## config.mk

```make
export PLATFORM = sky130hd
export DESIGN_NAME = rsam_div
export DESIGN_NICKNAME = d
export VERILOG_FILES = /design/src/rtl/rsam_pkg.sv /design/src/rtl/rsam_div.sv
export SDC_FILE = /design/constraint.sdc
export NUM_CORES = 1
export LEC_CHECK = 0
export ABC_CLOCK_PERIOD_IN_PS = 3500
export BUFFER_PORTS_ARGS = -buffer_cell sky130_fd_sc_hd__buf_2
export CORE_UTILIZATION = 40
export CTS_CLUSTER_SIZE = 14
export DETAILED_ROUTE_END_ITERATION = 16
export PLACE_DENSITY = 0.53
export REMOVE_ABC_BUFFERS = 1
export SLEW_MARGIN = 20
export SYNTH_ARGS = -nofsm -noshare
export SYNTH_HDL_FRONTEND = slang
export SYNTH_SLANG_ARGS = --single-unit
```

## constraint.sdc

```tcl
create_clock -name i_clk -period 3.5 [get_ports i_clk]
set_input_delay 0.7 -clock i_clk [delete_from_list [all_inputs] [get_ports i_clk]]
set_output_delay 0.7 -clock i_clk [all_outputs]
set_load 0.1 [all_outputs]
```

## src/rtl/rsam_pkg.sv

```systemverilog
// Shared constants for the RAID stripe address mapper.
// Field widths, layout mode and extra-kind codes, register indexes, reset values.
// No dependencies.
package rsam_pkg;

    // Fixed field widths
    localparam int LOGICAL_W    = 24;
    localparam int DIVIDEND_W   = LOGICAL_W + 1;
    localparam int DISK_W       = 4;
    localparam int KIND_W       = 2;
    localparam int MODE_W       = 2;
    localparam int DISK_COUNT_W = 5;
    localparam int DISK_SIZE_W  = 21;
    localparam int DATA_COUNT_W = 25;
    localparam int CFG_IDX_W    = 2;
    localparam int CFG_DATA_W   = 25;

    // Layout modes
    localparam logic [MODE_W-1:0] MODE_MIRROR_ALL   = 2'd0;
    localparam logic [MODE_W-1:0] MODE_MIRROR_PAIRS = 2'd1;
    localparam logic [MODE_W-1:0] MODE_DEDICATED    = 2'd2;
    localparam logic [MODE_W-1:0] MODE_ROTATE       = 2'd3;

    // Kind of the extra location
    localparam logic [KIND_W-1:0] KIND_ALL    = 2'd0;
    localparam logic [KIND_W-1:0] KIND_MIRROR = 2'd1;
    localparam logic [KIND_W-1:0] KIND_PARITY = 2'd2;

    // Configuration register indexes
    localparam logic [CFG_IDX_W-1:0] CFG_LAYOUT_MODE = 2'd0;
    localparam logic [CFG_IDX_W-1:0] CFG_DISK_COUNT  = 2'd1;
    localparam logic [CFG_IDX_W-1:0] CFG_DISK_SIZE   = 2'd2;
    localparam logic [CFG_IDX_W-1:0] CFG_DATA_COUNT  = 2'd3;

    // Register reset values
    localparam logic [MODE_W-1:0]       RST_LAYOUT_MODE = MODE_ROTATE;
    localparam logic [DISK_COUNT_W-1:0] RST_DISK_COUNT  = 5'd3;
    localparam logic [DISK_SIZE_W-1:0]  RST_DISK_SIZE   = 21'd1048576;
    localparam logic [DATA_COUNT_W-1:0] RST_DATA_COUNT  = 25'd0;

endpackage

```

## src/rtl/rsam_div.sv

```systemverilog
// Pipelined restoring divider, one quotient bit per stage, with a sideband
// that travels beside the operands. Depends on rsam_pkg.
module rsam_div import rsam_pkg::*; #(
    parameter int W  = 25,
    parameter int DW = 5,
    parameter int SW = 8
) (
    input  logic          i_clk,
    input  logic          i_rst_n,
    input  logic          i_en,
    input  logic          i_valid,
    input  logic [W-1:0]  i_dividend,
    input  logic [DW-1:0] i_divisor,
    input  logic [SW-1:0] i_side,
    output logic          o_valid,
    output logic [W-1:0]  o_quot,
    output logic [DW-1:0] o_rem,
    output logic [DW-1:0] o_divisor,
    output logic [SW-1:0] o_side
);

    // Stage inputs: index 0 is the module input, index g+1 the register of stage g
    logic          a_v    [W+1];
    logic [W-1:0]  a_rq   [W+1];
    logic [DW-1:0] a_rem  [W+1];
    logic [DW-1:0] a_d    [W+1];
    logic [SW-1:0] a_side [W+1];

    assign a_v[0]    = i_valid;
    assign a_rq[0]   = i_dividend;
    assign a_rem[0]  = '0;
    assign a_d[0]    = i_divisor;
    assign a_side[0] = i_side;

    for (genvar g = 0; g < W; g++) begin : g_stage
        logic [DW:0]   t;
        logic [DW:0]   diff;
        logic          ge;
        logic [DW-1:0] n_rem;
        logic [W-1:0]  n_rq;
        logic          r_v;
        logic [W-1:0]  r_rq;
        logic [DW-1:0] r_rem;
        logic [DW-1:0] r_d;
        logic [SW-1:0] r_side;

        // Shift in the next dividend bit and try to subtract the divisor
        always_comb begin
            t     = {a_rem[g], a_rq[g][W-1]};
            diff  = t - {1'b0, a_d[g]};
            ge    = (t >= {1'b0, a_d[g]});
            n_rem = ge ? diff[DW-1:0] : t[DW-1:0];
            n_rq  = {a_rq[g][W-2:0], ge};
        end

        always_ff @(posedge i_clk) begin
            if (!i_rst_n) begin
                r_v <= 1'b0;
            end else if (i_en) begin
                r_v <= a_v[g];
            end
        end

        // Payload advances with the stage, no reset needed
        always_ff @(posedge i_clk) begin
            if (i_en) begin
                r_rq   <= n_rq;
                r_rem  <= n_rem;
                r_d    <= a_d[g];
                r_side <= a_side[g];
            end
        end

        assign a_v[g+1]    = r_v;
        assign a_rq[g+1]   = r_rq;
        assign a_rem[g+1]  = r_rem;
        assign a_d[g+1]    = r_d;
        assign a_side[g+1] = r_side;
    end

    assign o_valid   = a_v[W];
    assign o_quot    = a_rq[W];
    assign o_rem     = a_rem[W];
    assign o_divisor = a_d[W];
    assign o_side    = a_side[W];

endmodule

```

==> impl_metrics.yaml <==
run_status:
  status: "completed"
die:
  die_h_um: 316
  rows: 114
  ioPinCount: 86
  core_area_mm2: 0.0973
  die_w_um: 316
  initial_core_util_pct: 40.6
  die_area_mm2: 0.100
timing:
  fmax_ghz: 0.440
  hold_violations: 0
  maxSlewViolCount: 0
  setup-violations-final: 0
  slew_headroom_pct: 55.1
  tightest_slew_ns: 0.673
  fin_crit_sh_pct: 65.0
  rsz0062_at_grt: "no"
  fin_worst_skew_ns: 0.0172
  hold_ws_ns: 0.200
  worst_slack_ns: 1.23
  fin_crit_ns: 2.27
  tns_ns: 0
place:
  place_area_mm2: 0.0419
  dp.cells: 3396
  gp_congestion: 0.776
  dp_slack_ns: 1.23
  io_buffers: 85
  hpwl_um: 29100
layout:
  syn2layout_area_growth_pct: 16.2
  drive_gt1_share_pct: 18.3
  stdcell_area_mm2: 0.0459
  layout_common_cells: "edfxtp_1 (1075), inv_1 (193), ha_1 (122)"
  final_common_cell: "edfxtp_1"
  nNetsFinal: 2424
  fill_cells: 8173
  diodes: 0
  final_cells: 3609
yosys:
  ys_seq_area_share_pct: 82.9
  yosysTopAreaCell: "edfxtp_1"
  synthTopCellsByArea: "edfxtp_1 (82%), ha_1 (3.9%), inv_1 (1.8%), mux2_2 (1.7%), dfxtp_1 (1.3%)"
  avgSynthCellArea_um2: 19.7
  synth_warnings: 0
  synth_area_mm2: 0.0395
  ys_ff_latch: 1100
  synthCells: 2009
  synth.distinct_cells: 33
  synth_top_area_share_pct: 81.6
clock_tree:
  cts_hold_buf: 0
  cts-resized-gates: 0
  cts_tree: "done"
  cts.sinks: 1100
  cts_setup_buffers: 0
  clock-root-buffer: "clkbuf_16"
  cts_htree_levels: 3
  numCtsBuffers: 114
  cts.path.max_buffers: 3
  worstSkewPairLatency_ns: 0.68
  clk_pin_slew_ns: 0.06
worst_setup_path:
  r2r_start: "g_stage[23].r_rq[24]$_DFFE_PP_"
  max_stage_delay_ns: 0.42
  r2r_cells: 8
  startpoint: "g_stage[23].r_rq[24]$_DFFE_PP_"
  crit_path_start_kind: "register"
  endpoint: "o_rem[1]$_DFFE_PP_"
  r2r_slack_ns: 1.23
  worstPathMaxFanout: 5
  regToRegEndpoint: "o_rem[1]$_DFFE_PP_"
  crit_path_top_delay_cell: "fa_1"
  crit_arrival_ns: 2.69
  worstPathCellList: "inv_1 -> ha_1 -> inv_1 -> fa_1 -> a21oi_2 -> o21ai_1 -> nor2_2 -> mux2_2"
  crit_type: "register to register"
  crit_required_ns: 3.91
  crit_path_frequent_cell: "inv_1"
  endpoint_kind: "register"
routing:
  vias: 16500
  vias_per_cell: 4.56
  wl_per_cell_um: 13.7
  drc: 0
  drt_iter0_markers: 876
  postRouteAntennaNets: 0
  wl_um: 49600
  drtPass1Iterations: 6
power_and_ir_drop:
  p_leak_nw: 16.6
  p_sw_w: 0.00805
  p_sw_share_pct: 23.6
  clockPowerShare_pct: 37.3
  power_density_mw_per_mm2: 741
  peakVddDrop_mv: 0.427
  power_frac_comb_pct: 13.6
  internal_power_w: 0.0260
  seq_power_share_pct: 49.1
global_route:
  grt_max_degree: 122
  grt_pass1_wl_um: 83700
  grt_use_total_pct: 10.2
  gr-total-overflow: 0
  grt_pass1_vias: 17300
  antenna_found_initial: 0
job:
  maxCapViolCount: 0
worst_hold_path:
  min-delay-start: "i_side[4]"
  hold_path_class: "primary input to register"
-- cells by family after synthesis --
logic type | count (synthesis) | share of synthesized area, %
buf+inv | 198 | 1.90
simple gates | 294 | 3.89
fa+ha+maj | 146 | 5.08
compound gates | 101 | 1.73
flops | 1100 | 82.9
mux | 121 | 3.40
xor+xnor | 49 | 1.09
-- state kept, by name, indices dropped and copies added (netlist names) --
| name | flops |
|---|---|
| g_stage.r_rq | 600 |
| o_rem | 5 |
| o_divisor | 5 |
| o_valid | 1 |
| g_stage.r_side | 192 |
| o_quot | 25 |
| g_stage.r_v | 24 |
| g_stage.r_d | 120 |
| o_side | 8 |
| g_stage.r_rem | 120 |
-- stage by stage --
step | util [%] | total power (W)
after floorplan | - | 0.0205
after global placement | 43.1 | 0.0214
after detailed placement | 43.1 | 0.0217
after CTS | 47.2 | 0.0346
after global routing | 47.2 | 0.0357
final | 47.2 | 0.0341
-- worst min path at each step --
stage | to | cells after the start
2_1_floorplan | g_stage[10].r_rq[10]$_DFFE_PP_ | 0
3_3_place_gp | g_stage[10].r_rq[20]$_DFFE_PP_ | 0
3_5_place_dp | g_stage[10].r_rq[13]$_DFFE_PP_ | 0
4_1_cts | g_stage[0].r_side[4]$_DFFE_PP_ | 1
5_1_grt | g_stage[0].r_side[6]$_DFFE_PP_ | 1
6_report | g_stage[0].r_side[4]$_DFFE_PP_ | 1
-- synth_stat cells, drive strengths merged --
cell type  instances
fa                24
and2               3
a21o               2
xor2              24
nor4              25
buf                3
edfxtp          1075
nor2              94
o21a               1
ha               122
nor2b             26
a31oi              2
mux2i             49
clkbuf             2
nand3             23
a21oi             48
o21ai             48
xnor2             25
mux2              72
and2b              1
nor3              25
nand2             74
inv              193
nand3b            22
dfxtp             25
nand4              1
-- critical path: cells and delay by family, from the launching register on --
kind,cells,cell delay (ns)
multiplexers,1,0.38
adder cells (fa/ha/maj),2,0.58
AND/OR/NAND/NOR,1,0.25
AO/OA/AOI/OAI,2,0.31
buffers and inverters,2,0.13
flip-flops,1,0.36
-- final cells by class --
type	count	area, µm²	share of cell area (%)
tap	1276	1600	3.48
multi-input combinational	711	6010	13.1
inverter	193	724	1.58
sequential	1100	32800	71.4
clock inverter	73	953	2.08
clock buffer	140	3070	6.68
timing repair buffer	116	806	1.75
-- power by group through the flow --
stage                     registers (W)  clock network, W  logic (W)
after floorplan                  0.0172                 0    0.00325
after global placement           0.0170                 0    0.00443
after detailed placement         0.0170                 0    0.00465
after CTS                        0.0167            0.0132    0.00468
after global routing             0.0169            0.0137    0.00517
final                            0.0167            0.0127    0.00463
-- per-layer routing --
| metal | share of wire [%] | wire, µm | track usage [%] | up-vias |
|---|---|---|---|---|
| met4 | 3.4 | 1670 | 4.41 | 0 |
| met3 | 4.0 | 1990 | 2.64 | 126 |
| met2 | 48 | 24000 | 16.8 | 241 |
| li1 | - | - | - | 8011 |
| met5 | 0 | 0 | 0 | - |
| met1 | 44 | 22000 | 12.7 | 8075 |
Power figures use the tool's default switching activity.
