**config.mk**
```make
export PLATFORM = sky130hd
export DESIGN_NAME = rsam_obuf
export DESIGN_NICKNAME = d
export VERILOG_FILES = /design/src/rtl/rsam_pkg.sv /design/src/rtl/rsam_obuf.sv
export SDC_FILE = /design/constraint.sdc
export NUM_CORES = 1
export LEC_CHECK = 0
export BUFFER_PORTS_ARGS = -buffer_cell sky130_fd_sc_hd__buf_4
export CAP_MARGIN = 25
export CORE_UTILIZATION = 50
export CTS_BUF_LIST = sky130_fd_sc_hd__clkbuf_8
export DETAILED_ROUTE_END_ITERATION = 6
export GPL_TIMING_DRIVEN = 0
export PLACE_DENSITY = 0.88
export SYNTH_ARGS = -nofsm -noshare
export SYNTH_HDL_FRONTEND = slang
export SYNTH_SLANG_ARGS = --single-unit
```
**constraint.sdc**
```tcl
create_clock -name i_clk -period 1.5 [get_ports i_clk]
set_input_delay 0.075 -clock i_clk [delete_from_list [all_inputs] [get_ports i_clk]]
set_output_delay 0.075 -clock i_clk [all_outputs]
set_load 0.02 [all_outputs]
```
**src/rtl/rsam_pkg.sv**
```systemverilog
// Shared constants for the RAID stripe address mapper.
// Field widths, layout mode and extra-kind codes, register indexes, reset values.
// No dependencies.
package rsam_pkg;

    // Fixed field widths
    localparam int LOGICAL_W    = 24;
    localparam int DIVIDEND_W   = LOGICAL_W + 1;
    localparam int DISK_W       = 4;
    localparam int KIND_W       = 2;
    localparam int MODE_W       = 2;
    localparam int DISK_COUNT_W = 5;
    localparam int DISK_SIZE_W  = 21;
    localparam int DATA_COUNT_W = 25;
    localparam int CFG_IDX_W    = 2;
    localparam int CFG_DATA_W   = 25;

    // Layout modes
    localparam logic [MODE_W-1:0] MODE_MIRROR_ALL   = 2'd0;
    localparam logic [MODE_W-1:0] MODE_MIRROR_PAIRS = 2'd1;
    localparam logic [MODE_W-1:0] MODE_DEDICATED    = 2'd2;
    localparam logic [MODE_W-1:0] MODE_ROTATE       = 2'd3;

    // Kind of the extra location
    localparam logic [KIND_W-1:0] KIND_ALL    = 2'd0;
    localparam logic [KIND_W-1:0] KIND_MIRROR = 2'd1;
    localparam logic [KIND_W-1:0] KIND_PARITY = 2'd2;

    // Configuration register indexes
    localparam logic [CFG_IDX_W-1:0] CFG_LAYOUT_MODE = 2'd0;
    localparam logic [CFG_IDX_W-1:0] CFG_DISK_COUNT  = 2'd1;
    localparam logic [CFG_IDX_W-1:0] CFG_DISK_SIZE   = 2'd2;
    localparam logic [CFG_IDX_W-1:0] CFG_DATA_COUNT  = 2'd3;

    // Register reset values
    localparam logic [MODE_W-1:0]       RST_LAYOUT_MODE = MODE_ROTATE;
    localparam logic [DISK_COUNT_W-1:0] RST_DISK_COUNT  = 5'd3;
    localparam logic [DISK_SIZE_W-1:0]  RST_DISK_SIZE   = 21'd1048576;
    localparam logic [DATA_COUNT_W-1:0] RST_DATA_COUNT  = 25'd0;

endpackage

```
**src/rtl/rsam_obuf.sv**
```systemverilog
// Output register with a one-entry skid stage. The pipeline advances only
// while the skid entry is free. Depends on rsam_pkg.
module rsam_obuf import rsam_pkg::*; #(
    parameter int W = 8
) (
    input  logic         i_clk,
    input  logic         i_rst_n,
    input  logic         i_valid,
    input  logic [W-1:0] i_data,
    output logic         o_space,
    output logic         o_valid,
    output logic [W-1:0] o_data,
    input  logic         i_ready
);

    logic         r_ov;
    logic         r_sv;
    logic [W-1:0] r_od;
    logic [W-1:0] r_sd;
    logic         n_ov;
    logic         n_sv;
    logic         take;
    logic         load;
    logic         out_free;

    assign take     = r_ov & i_ready;
    assign load     = i_valid & ~r_sv;
    assign out_free = ~r_ov | take;

    // Decide where the incoming item goes: output register or skid entry
    always_comb begin
        n_ov = r_ov;
        n_sv = r_sv;
        if (r_sv) begin
            if (take) begin
                n_ov = 1'b1;
                n_sv = 1'b0;
            end
        end else if (out_free) begin
            n_ov = load;
        end else if (load) begin
            n_sv = 1'b1;
        end
    end

    always_ff @(posedge i_clk) begin
        if (!i_rst_n) begin
            r_ov <= 1'b0;
            r_sv <= 1'b0;
        end else begin
            r_ov <= n_ov;
            r_sv <= n_sv;
        end
    end

    always_ff @(posedge i_clk) begin
        if (r_sv) begin
            if (take) begin
                r_od <= r_sd;
            end
        end else if (out_free) begin
            if (load) begin
                r_od <= i_data;
            end
        end else if (load) begin
            r_sd <= i_data;
        end
    end

    assign o_space = ~r_sv;
    assign o_valid = r_ov;
    assign o_data  = r_od;

endmodule

```
==> results of run 1 <==
==> layer usage <==
metal | track usage (%) | up-vias | part of all wire [%]
met2 | 27.5 | 14 | 52
met3 | 5.11 | 0 | 4.7
li1 | - | 196 | -
met5 | 0 | - | 0
met4 | 7.76 | 0 | 0
met1 | 21.9 | 197 | 43
==> synth_stat cells <==
master	n
a211oi_1	1
a21oi_1	2
and2b_2	1
and4_1	1
buf_6	1
dfxtp_1	2
edfxtp_1	16
inv_1	3
mux2_2	8
mux2i_1	1
nand2_1	1
nand3b_1	1
o21ai_0	1
==> what timing repair did <==
item | 4_1_cts | 5_1_grt
setup endpoints to repair | 8 | 0
buffers inserted | 0 | 0
resized for setup | 1 | 0
==> power groups by stage <==
stage               Sequential, W  Combinational (W)  Clock, W
detailed placement       0.000605           0.000146         0
finish                   0.000595           0.000147  0.000322
floorplan                0.000632          0.0000482         0
global route             0.000598           0.000159  0.000349
CTS                      0.000595           0.000149  0.000329
global placement         0.000604           0.000141         0
==> worst max-delay path by stage <==
stage          cells after the start  slack [ps]  startpoint         to
2_1_floorplan                      2          50     o_valid  o_data[0]
3_3_place_gp                       3        -120        r_sv  o_data[1]
3_5_place_dp                       3        -160        r_sv  o_data[0]
4_1_cts                            3          80        r_sv  o_data[5]
5_1_grt                            3          40        r_sv  o_data[5]
6_report                           3         110        r_sv  o_data[5]
==> sequential cells by signal, summed over array words and instances, names as in the netlist <==
register / count
r_sv: 1
o_data: 8
r_sd: 8
o_valid: 1
==> cell families (layout without fill, tap and decap cells) <==
logic type      after synthesis  after routing  synth area share (%)
flops                        18             18                  75.0
mux                           9              9                  14.4
compound gates                4              4                  3.24
simple gates                  4              4                  4.14
buf+inv                       4             29                  3.24
==> cell type report <==
cell class	count	share of cell area, %
Buffer	1	1.22
Multi-Input combinational cell	17	16.9
Sequential cell	18	56.6
Tap cell	15	2.04
Clock buffer	3	4.49
Timing Repair Buffer	21	17.1
Inverter	3	1.22
Clock inverter	1	0.408
==> metrics by stage <==
| step | total power (W) | area, µm² | TNS (ps) | util (%) | hold slack (ps) |
|---|---|---|---|---|---|
| 2_1_floorplan | 0.000680 | 694 | 0 | - | 172 |
| 3_3_place_gp | 0.000745 | 871 | -920 | 66.9 | 263 |
| 3_5_place_dp | 0.000751 | 871 | -1310 | 66.9 | 265 |
| 4_1_cts | 0.00107 | 920 | 0 | 70.7 | 12.5 |
| 5_1_grt | 0.00111 | 920 | 0 | 70.7 | 8.41 |
| 6_report | 0.00106 | 920 | 0 | 70.7 | 14.2 |
==> impl_metrics.env, run 1 <==
export IMPL_outcome="finished clean"
export IMPL_ir_drop_v=0.000923
export IMPL_tritoncts="done"
export IMPL_power_static_leakage_nw=0.355
export IMPL_worst_ep_required_time_ps=1390
export IMPL_worstPathBufferInverterCount=1
export IMPL_hold_start="i_data[2]"
export IMPL_syn_area_um2=694
export IMPL_nNetsFinal=77
export IMPL_p_int_w=0.000837
export IMPL_netSwitchingFraction_pct=21.3
export IMPL_hold_viol=0
export IMPL_htreeDepth=1
export IMPL_min_period_ps=1390
export IMPL_yosysWarnings=0
export IMPL_cts_num_sinks=18
export IMPL_finalSetupViolations=0
export IMPL_slew_violations=0
export IMPL_die_w_um=39.3
export IMPL_synth_avg_cell_area_um2=17.8
export IMPL_clock_latency_ps=240
export IMPL_start_util_pct=53.4
export IMPL_combPwrFrac_pct=13.8
export IMPL_synth_nets=51
export IMPL_grt_pass1_wl_mm=1.72
export IMPL_rsz0062_at_grt="no"
export IMPL_clk_path_buf_depth=2
export IMPL_cp_cell_sequence="buf_6, mux2i_1, a21oi_2"
export IMPL_drt_initial_drc_count=1
export IMPL_instances_no_fill=79
export IMPL_dp_slack_ps=-165
export IMPL_yosys_area_top_type_share_pct=69.2
export IMPL_final_common_cell="buf_4"
export IMPL_slowest_stage="dfxtp_1"
export IMPL_antenna_found_initial=0
export IMPL_path_clk_slew_ps=60
export IMPL_finalCritPeriodShare_pct=92.6
export IMPL_r2r_end="o_data[5]"
export IMPL_area_growth_synth_to_final_pct=32.4
export IMPL_p_switching_w=0.000227
export IMPL_worst_setup_path_end_kind="flop"
export IMPL_whs_path_depth=1
export IMPL_synth_cell_type_count=13
export IMPL_ant_nets=0
export IMPL_hp_class="input port to flop"
export IMPL_overflow=0
export IMPL_layout_drive_gt1_share_pct=54.7
export IMPL_grt_max_degree=11
export IMPL_r2r_cells=3
export IMPL_power_density_nw_per_um2=1160
export IMPL_ys_ff_latch=18
export IMPL_hpwl_um=798
export IMPL_cts_root_buf="clkbuf_8"
export IMPL_cp_max_fo=10
export IMPL_io_pins=22
export IMPL_reg2reg_from="r_sv"
export IMPL_diodes=0
export IMPL_synthCells=39
export IMPL_fillers=97
export IMPL_clockPowerShare_pct=30.3
export IMPL_finalWirelength_mm=1.08
export IMPL_fp_dieArea_um2=1540
export IMPL_seq_power_share_pct=55.9
export IMPL_maxSlewHeadroom_pct=68.3
export IMPL_core_area_um2=1300
export IMPL_tightest_slew_ps=475
export IMPL_vias=407
export IMPL_dp_cells=75
export IMPL_drv_cap=0
export IMPL_setup_ws_ps=111
export IMPL_slowest_delay_ps=390
export IMPL_synth_seq_area_share_pct=75.0
export IMPL_synth_area_leaders="edfxtp_1, mux2_2, dfxtp_1"
export IMPL_track_usage_pct=17.4
export IMPL_firstDrtPassIters=2
export IMPL_crit_type="flop to flop"
export IMPL_rows=13
export IMPL_cp_top_family="flip-flops"
export IMPL_die_y_um=39.3
export IMPL_fmax_ghz=0.720
export IMPL_wl_per_cell_um=13.6
export IMPL_min_to="r_sd[2]"
export IMPL_grt_pass1_vias=375
export IMPL_fin_worst_skew_ps=3.46
export IMPL_portBuffers=21
export IMPL_arrival_ps=1280
export IMPL_finalWeightedCongestion=0.652
export IMPL_via_per_inst=5.15
export IMPL_synth_area_leader_cell="edfxtp_1"
export IMPL_drc=0
export IMPL_layout_common_cells="buf_4, edfxtp_1, mux2_2, inv_1, clkbuf_8"
export IMPL_r2r_slack_ps=110
export IMPL_cts_hold_buf=0
export IMPL_multiInputGateArea_um2=155
export IMPL_cts_inserted_buffers=3
export IMPL_regArea_um2=520
export IMPL_crit_path_start_kind="flop"
Note: power is estimated with default switching activity, not from simulation.
==> inputs of run 2 (changes only) <==
Settings changed: BUFFER_PORTS_ARGS -buffer_cell sky130_fd_sc_hd__buf_4 to unset, CORE_AREA set to 2 2 39 41, CORE_UTILIZATION 50 to unset, DIE_AREA set to 0 0 41 43, DONT_BUFFER_PORTS set to 1, PLACE_DENSITY 0.88 to 0.76.
==> impl_metrics.env, run 2 (same netlist as run 1, synthesis figures left out) <==
export IMPL_outcome="finished clean"
export IMPL_fmax_ghz=0.730
export IMPL_drt_initial_drc_count=2
export IMPL_htreeDepth=1
export IMPL_die_y_um=43
export IMPL_grt_max_degree=11
export IMPL_setup_tns_ps=0
export IMPL_ant_nets=0
export IMPL_combPwrFrac_pct=8.3
export IMPL_seq_power_share_pct=60.0
export IMPL_post_route_util_pct=64.1
export IMPL_layout_common_cells="edfxtp_1, dlygate4sd3_1, mux2_2, inv_1, clkbuf_8"
export IMPL_finalWeightedCongestion=0.630
export IMPL_tightest_slew_ps=482
export IMPL_wl_per_cell_um=16.3
export IMPL_layout_drive_gt1_share_pct=30.9
export IMPL_slowest_stage="dlygate4sd3_1"
export IMPL_cts_num_sinks=18
export IMPL_cp_cell_sequence="buf_6, a21oi_1, a211oi_1, dlygate4sd3_1"
export IMPL_path_clk_slew_ps=60
export IMPL_cts_root_buf="clkbuf_8"
export IMPL_die_w_um=41
export IMPL_clock_latency_ps=250
export IMPL_start_util_pct=50.2
export IMPL_use_met1_pct=20.6
export IMPL_diodes=0
export IMPL_finalSetupViolations=0
export IMPL_p_int_w=0.000817
export IMPL_r2r_slack_ps=130
export IMPL_worst_setup_path_end_kind="flop"
export IMPL_netSwitchingFraction_pct=21.7
export IMPL_cp_max_fo=10
export IMPL_core_area_um2=1380
export IMPL_arrival_ps=1560
export IMPL_grt_busiest_layer="met2"
export IMPL_grt_pass1_wl_mm=1.77
export IMPL_cts_inserted_buffers=3
export IMPL_worst_ep_required_time_ps=1690
export IMPL_power_density_nw_per_um2=1180
export IMPL_slew_violations=0
export IMPL_overflow=0
export IMPL_met3_usage_pct=3.66
export IMPL_via_per_inst=5.23
export IMPL_power_static_leakage_nw=0.309
export IMPL_clk_path_buf_depth=2
export IMPL_fin_worst_skew_ps=2.55
export IMPL_grt_pass1_vias=400
export IMPL_nNetsFinal=68
export IMPL_finalCritPeriodShare_pct=91.3
export IMPL_crit_path_start_kind="flop"
export IMPL_drc=0
export IMPL_rsz0062_at_grt="no"
export IMPL_antenna_found_initial=0
export IMPL_crit_type="flop to flop"
export IMPL_maxSlewHeadroom_pct=67.9
export IMPL_io_pins=22
export IMPL_slowest_delay_ps=570
export IMPL_portBuffers=0
export IMPL_firstDrtPassIters=4
export IMPL_rows=14
export IMPL_final_common_cell="edfxtp_1"
export IMPL_drv_cap=0
export IMPL_vias=371
export IMPL_min_period_ps=1370
export IMPL_hp_class="input port to flop"
export IMPL_cts_setup_buffers=0
export IMPL_p_switching_w=0.000227
export IMPL_ir_drop_v=0.000725
export IMPL_area_growth_synth_to_final_pct=27.7
export IMPL_finalWirelength_mm=1.16
export IMPL_track_usage_pct=15.8
export IMPL_hpwl_um=749
export IMPL_tritoncts="done"
export IMPL_clockPowerShare_pct=31.7
export IMPL_hold_viol=0
export IMPL_fp_dieArea_um2=1760
export IMPL_met2_usage_pct=23.8
==> run 2: changes by cell type in the layout (fill, tap and decap cells not counted), sizes merged <==
cell	before	now
buf	22	1
dlygate4sd3	0	12
==> run 2: metal layers <==
layer | vias to the layer above | wire length, µm
met5 | - | 0
met4 | 0 | 0
met3 | 0 | 66
met2 | 16 | 625
met1 | 176 | 466
li1 | 179 | -
==> run 2: final cells by class <==
cell class | instances | area, µm²
sequential | 18 | 523
clock inverter | 1 | 3.75
buffer | 1 | 11.3
inverter | 3 | 11.3
multi-input combinational | 17 | 156
clock buffer | 3 | 41.3
tap | 16 | 20.0
timing repair buffer | 12 | 120
fill | 108 | 497
==> run 2: path summary, 6_finish.rpt <==
check | from | end | cells after the start
max | r_sv | r_sv | 4
min | i_data[4] | o_data[4] | 1
max reg2reg | r_sv | r_sv | 4
min reg2reg | r_sd[6] | o_data[6] | 1
==> run 2: repair_timing <==
item                                    4_1_cts  5_1_grt
endpoints found under the setup margin        8       17
hold buffers                                 12        0
endpoints found under the hold margin        10        0
resized for setup                             1        3
==> run 2: worst max-delay path, delay by kind of cell, from the launching register on <==
family / cells / cell delay (ps)
compound gates: 2 / 230
flops: 1 / 360
buf+inv: 2 / 720
==> run 2: per-stage QoR <==
step | setup slack (ps) | power (W) | cell area, µm² | hold slack, ps | cells
3_5_place_dp | -195 | 0.000695 | 714 | 174 | 55
3_3_place_gp | -126 | 0.000689 | 714 | 173 | 55
4_1_cts | 13.0 | 0.00105 | 883 | 37.3 | 71
6_report | 130 | 0.00104 | 887 | 42.1 | 71
5_1_grt | 50.3 | 0.00109 | 887 | 31.9 | 71
2_1_floorplan | 53.8 | 0.000680 | 694 | 172 | 39
==> run 2: power by group through the flow <==
stage	clock network, W	registers, W	logic (W)
2_1_floorplan	0	0.000632	0.0000482
3_3_place_gp	0	0.000635	0.0000538
3_5_place_dp	0	0.000637	0.0000572
4_1_cts	0.000341	0.000627	0.0000863
5_1_grt	0.000361	0.000630	0.0000946
6_report	0.000331	0.000627	0.0000868
==> inputs of run 3 (changes only) <==
Settings changed: CORE_AREA 2 2 39 41 to 3 3 40 42, DIE_AREA 0 0 41 43 to 0 0 43 45.
==> impl_metrics.env, run 3 (same netlist as run 1, synthesis figures left out) <==
export IMPL_finalCritPeriodShare_pct=93.6
export IMPL_instances_no_fill=68
export IMPL_rows=13
export IMPL_min_to="o_valid"
export IMPL_die_w_um=43
export IMPL_power_density_nw_per_um2=1240
export IMPL_ir_drop_v=0.000979
export IMPL_overflow=0
export IMPL_min_period_ps=1400
export IMPL_r2r_end="o_data[5]"
export IMPL_wl_per_cell_um=18.0
export IMPL_diodes=0
export IMPL_drc=0
export IMPL_finalSetupViolations=0
export IMPL_hp_class="input port to flop"
export IMPL_layout_common_cells="edfxtp_1, dlygate4sd3_1, mux2_2, clkbuf_8, inv_1"
export IMPL_power_static_leakage_nw=0.304
export IMPL_cts_num_sinks=18
export IMPL_die_y_um=45
export IMPL_firstDrtPassIters=2
export IMPL_dp_cells=54
export IMPL_fin_worst_skew_ps=2.60
export IMPL_antenna_found_initial=0
export IMPL_tritoncts="done"
export IMPL_vias=363
export IMPL_worst_setup_path_end_kind="flop"
export IMPL_maxSlewHeadroom_pct=70.6
export IMPL_worst_ep_required_time_ps=1430
export IMPL_hpwl_um=889
export IMPL_via_per_inst=5.34
export IMPL_outcome="finished clean"
export IMPL_cp_max_fo=8
export IMPL_track_usage_pct=14.6
export IMPL_area_growth_synth_to_final_pct=26.8
export IMPL_arrival_ps=1330
export IMPL_io_pins=22
export IMPL_drt_initial_drc_count=9
export IMPL_ant_nets=0
export IMPL_portBuffers=0
export IMPL_start_util_pct=54.0
export IMPL_grt_pass1_wl_mm=1.99
export IMPL_slew_violations=0
export IMPL_grt_pass1_vias=418
export IMPL_fp_dieArea_um2=1940
export IMPL_tightest_slew_ps=441
export IMPL_cts_inserted_buffers=3
export IMPL_cts_root_buf="clkbuf_8"
export IMPL_r2r_slack_ps=100
export IMPL_hold_viol=0
export IMPL_slowest_delay_ps=590
export IMPL_r2r_cells=2
export IMPL_crit_type="flop to flop"
export IMPL_finalWeightedCongestion=0.607
export IMPL_drv_cap=0
export IMPL_layout_drive_gt1_share_pct=30.2
export IMPL_core_area_um2=1280
export IMPL_hold_start="i_valid"
export IMPL_fin_hold_ws_ps=39.0
export IMPL_slowest_stage="dfxtp_1"
export IMPL_finalWirelength_mm=1.23
export IMPL_htreeDepth=1
export IMPL_rsz0062_at_grt="no"
export IMPL_power_w=0.00109
export IMPL_nNetsFinal=66
export IMPL_final_common_cell="edfxtp_1"
export IMPL_whs_path_depth=2
export IMPL_cp_cell_sequence="mux2i_1, a21oi_4"
export IMPL_reg2reg_from="o_valid"
export IMPL_post_route_util_pct=68.5
export IMPL_clk_path_buf_depth=2
export IMPL_crit_path_start_kind="flop"
export IMPL_grt_max_degree=11
export IMPL_clock_latency_ps=250
export IMPL_path_clk_slew_ps=60
export IMPL_fmax_ghz=0.712
-- run 3: repair_timing --
item / in CTS / in global routing
resized for setup: 1 / 2
endpoints found under the setup margin: 8 / 16
hold buffers: 10 / 0
setup buffers: 0 / 0
endpoints found under the hold margin: 9 / 0
-- run 3: layer usage --
metal	GRT usage [%]	up-vias	part of all wire, %
li1	-	174	-
met1	13.9	172	37
met2	28.1	17	55
met3	5.58	0	7.9
met4	5.42	0	0
met5	0	-	0
-- run 3: through the flow --
| step | TNS [ps] | area, µm² | setup slack (ps) |
|---|---|---|---|
| global route | 0 | 881 | 16.9 |
| finish | 0 | 881 | 95.3 |
| global placement | -914 | 713 | -114 |
| CTS | 0 | 872 | 17.1 |
| floorplan | 0 | 694 | 53.8 |
| detailed placement | -1470 | 713 | -184 |
-- run 3: area by class of cell --
| cell class | instances | area [µm²] |
|---|---|---|
| clock buffers | 4 | 55.1 |
| multi-input cells | 17 | 164 |
| well taps | 15 | 18.8 |
| inverters | 3 | 11.3 |
| flip-flops and latches | 18 | 520 |
| plain buffers | 1 | 11.3 |
| repair buffers | 10 | 100 |
| fillers | 83 | 404 |
-- run 3: worst max-delay path by stage --
stage | cells after the start | startpoint | to
finish | 2 | o_valid | o_data[5]
global route | 2 | o_valid | o_data[0]
CTS | 3 | r_sv | r_sd[1]
detailed placement | 2 | o_valid | o_data[0]
global placement | 2 | o_valid | o_data[0]
floorplan | 2 | o_valid | o_data[0]
-- run 3: worst max-delay path, delay by kind of cell, from the launching register on --
family             cells  cell delay (ps)
muxes                  1              200
AOI/OAI and AO/OA      1              290
DFF                    1              590
-- run 3: power by group --
| part | switching [W] | internal, W | leakage [nW] |
|---|---|---|---|
| clock network | 0.000149 | 0.000233 | 0.0288 |
| registers | 0.0000432 | 0.000584 | 0.166 |
| logic | 0.0000366 | 0.0000473 | 0.109 |
| total | 0.000228 | 0.000864 | 0.304 |
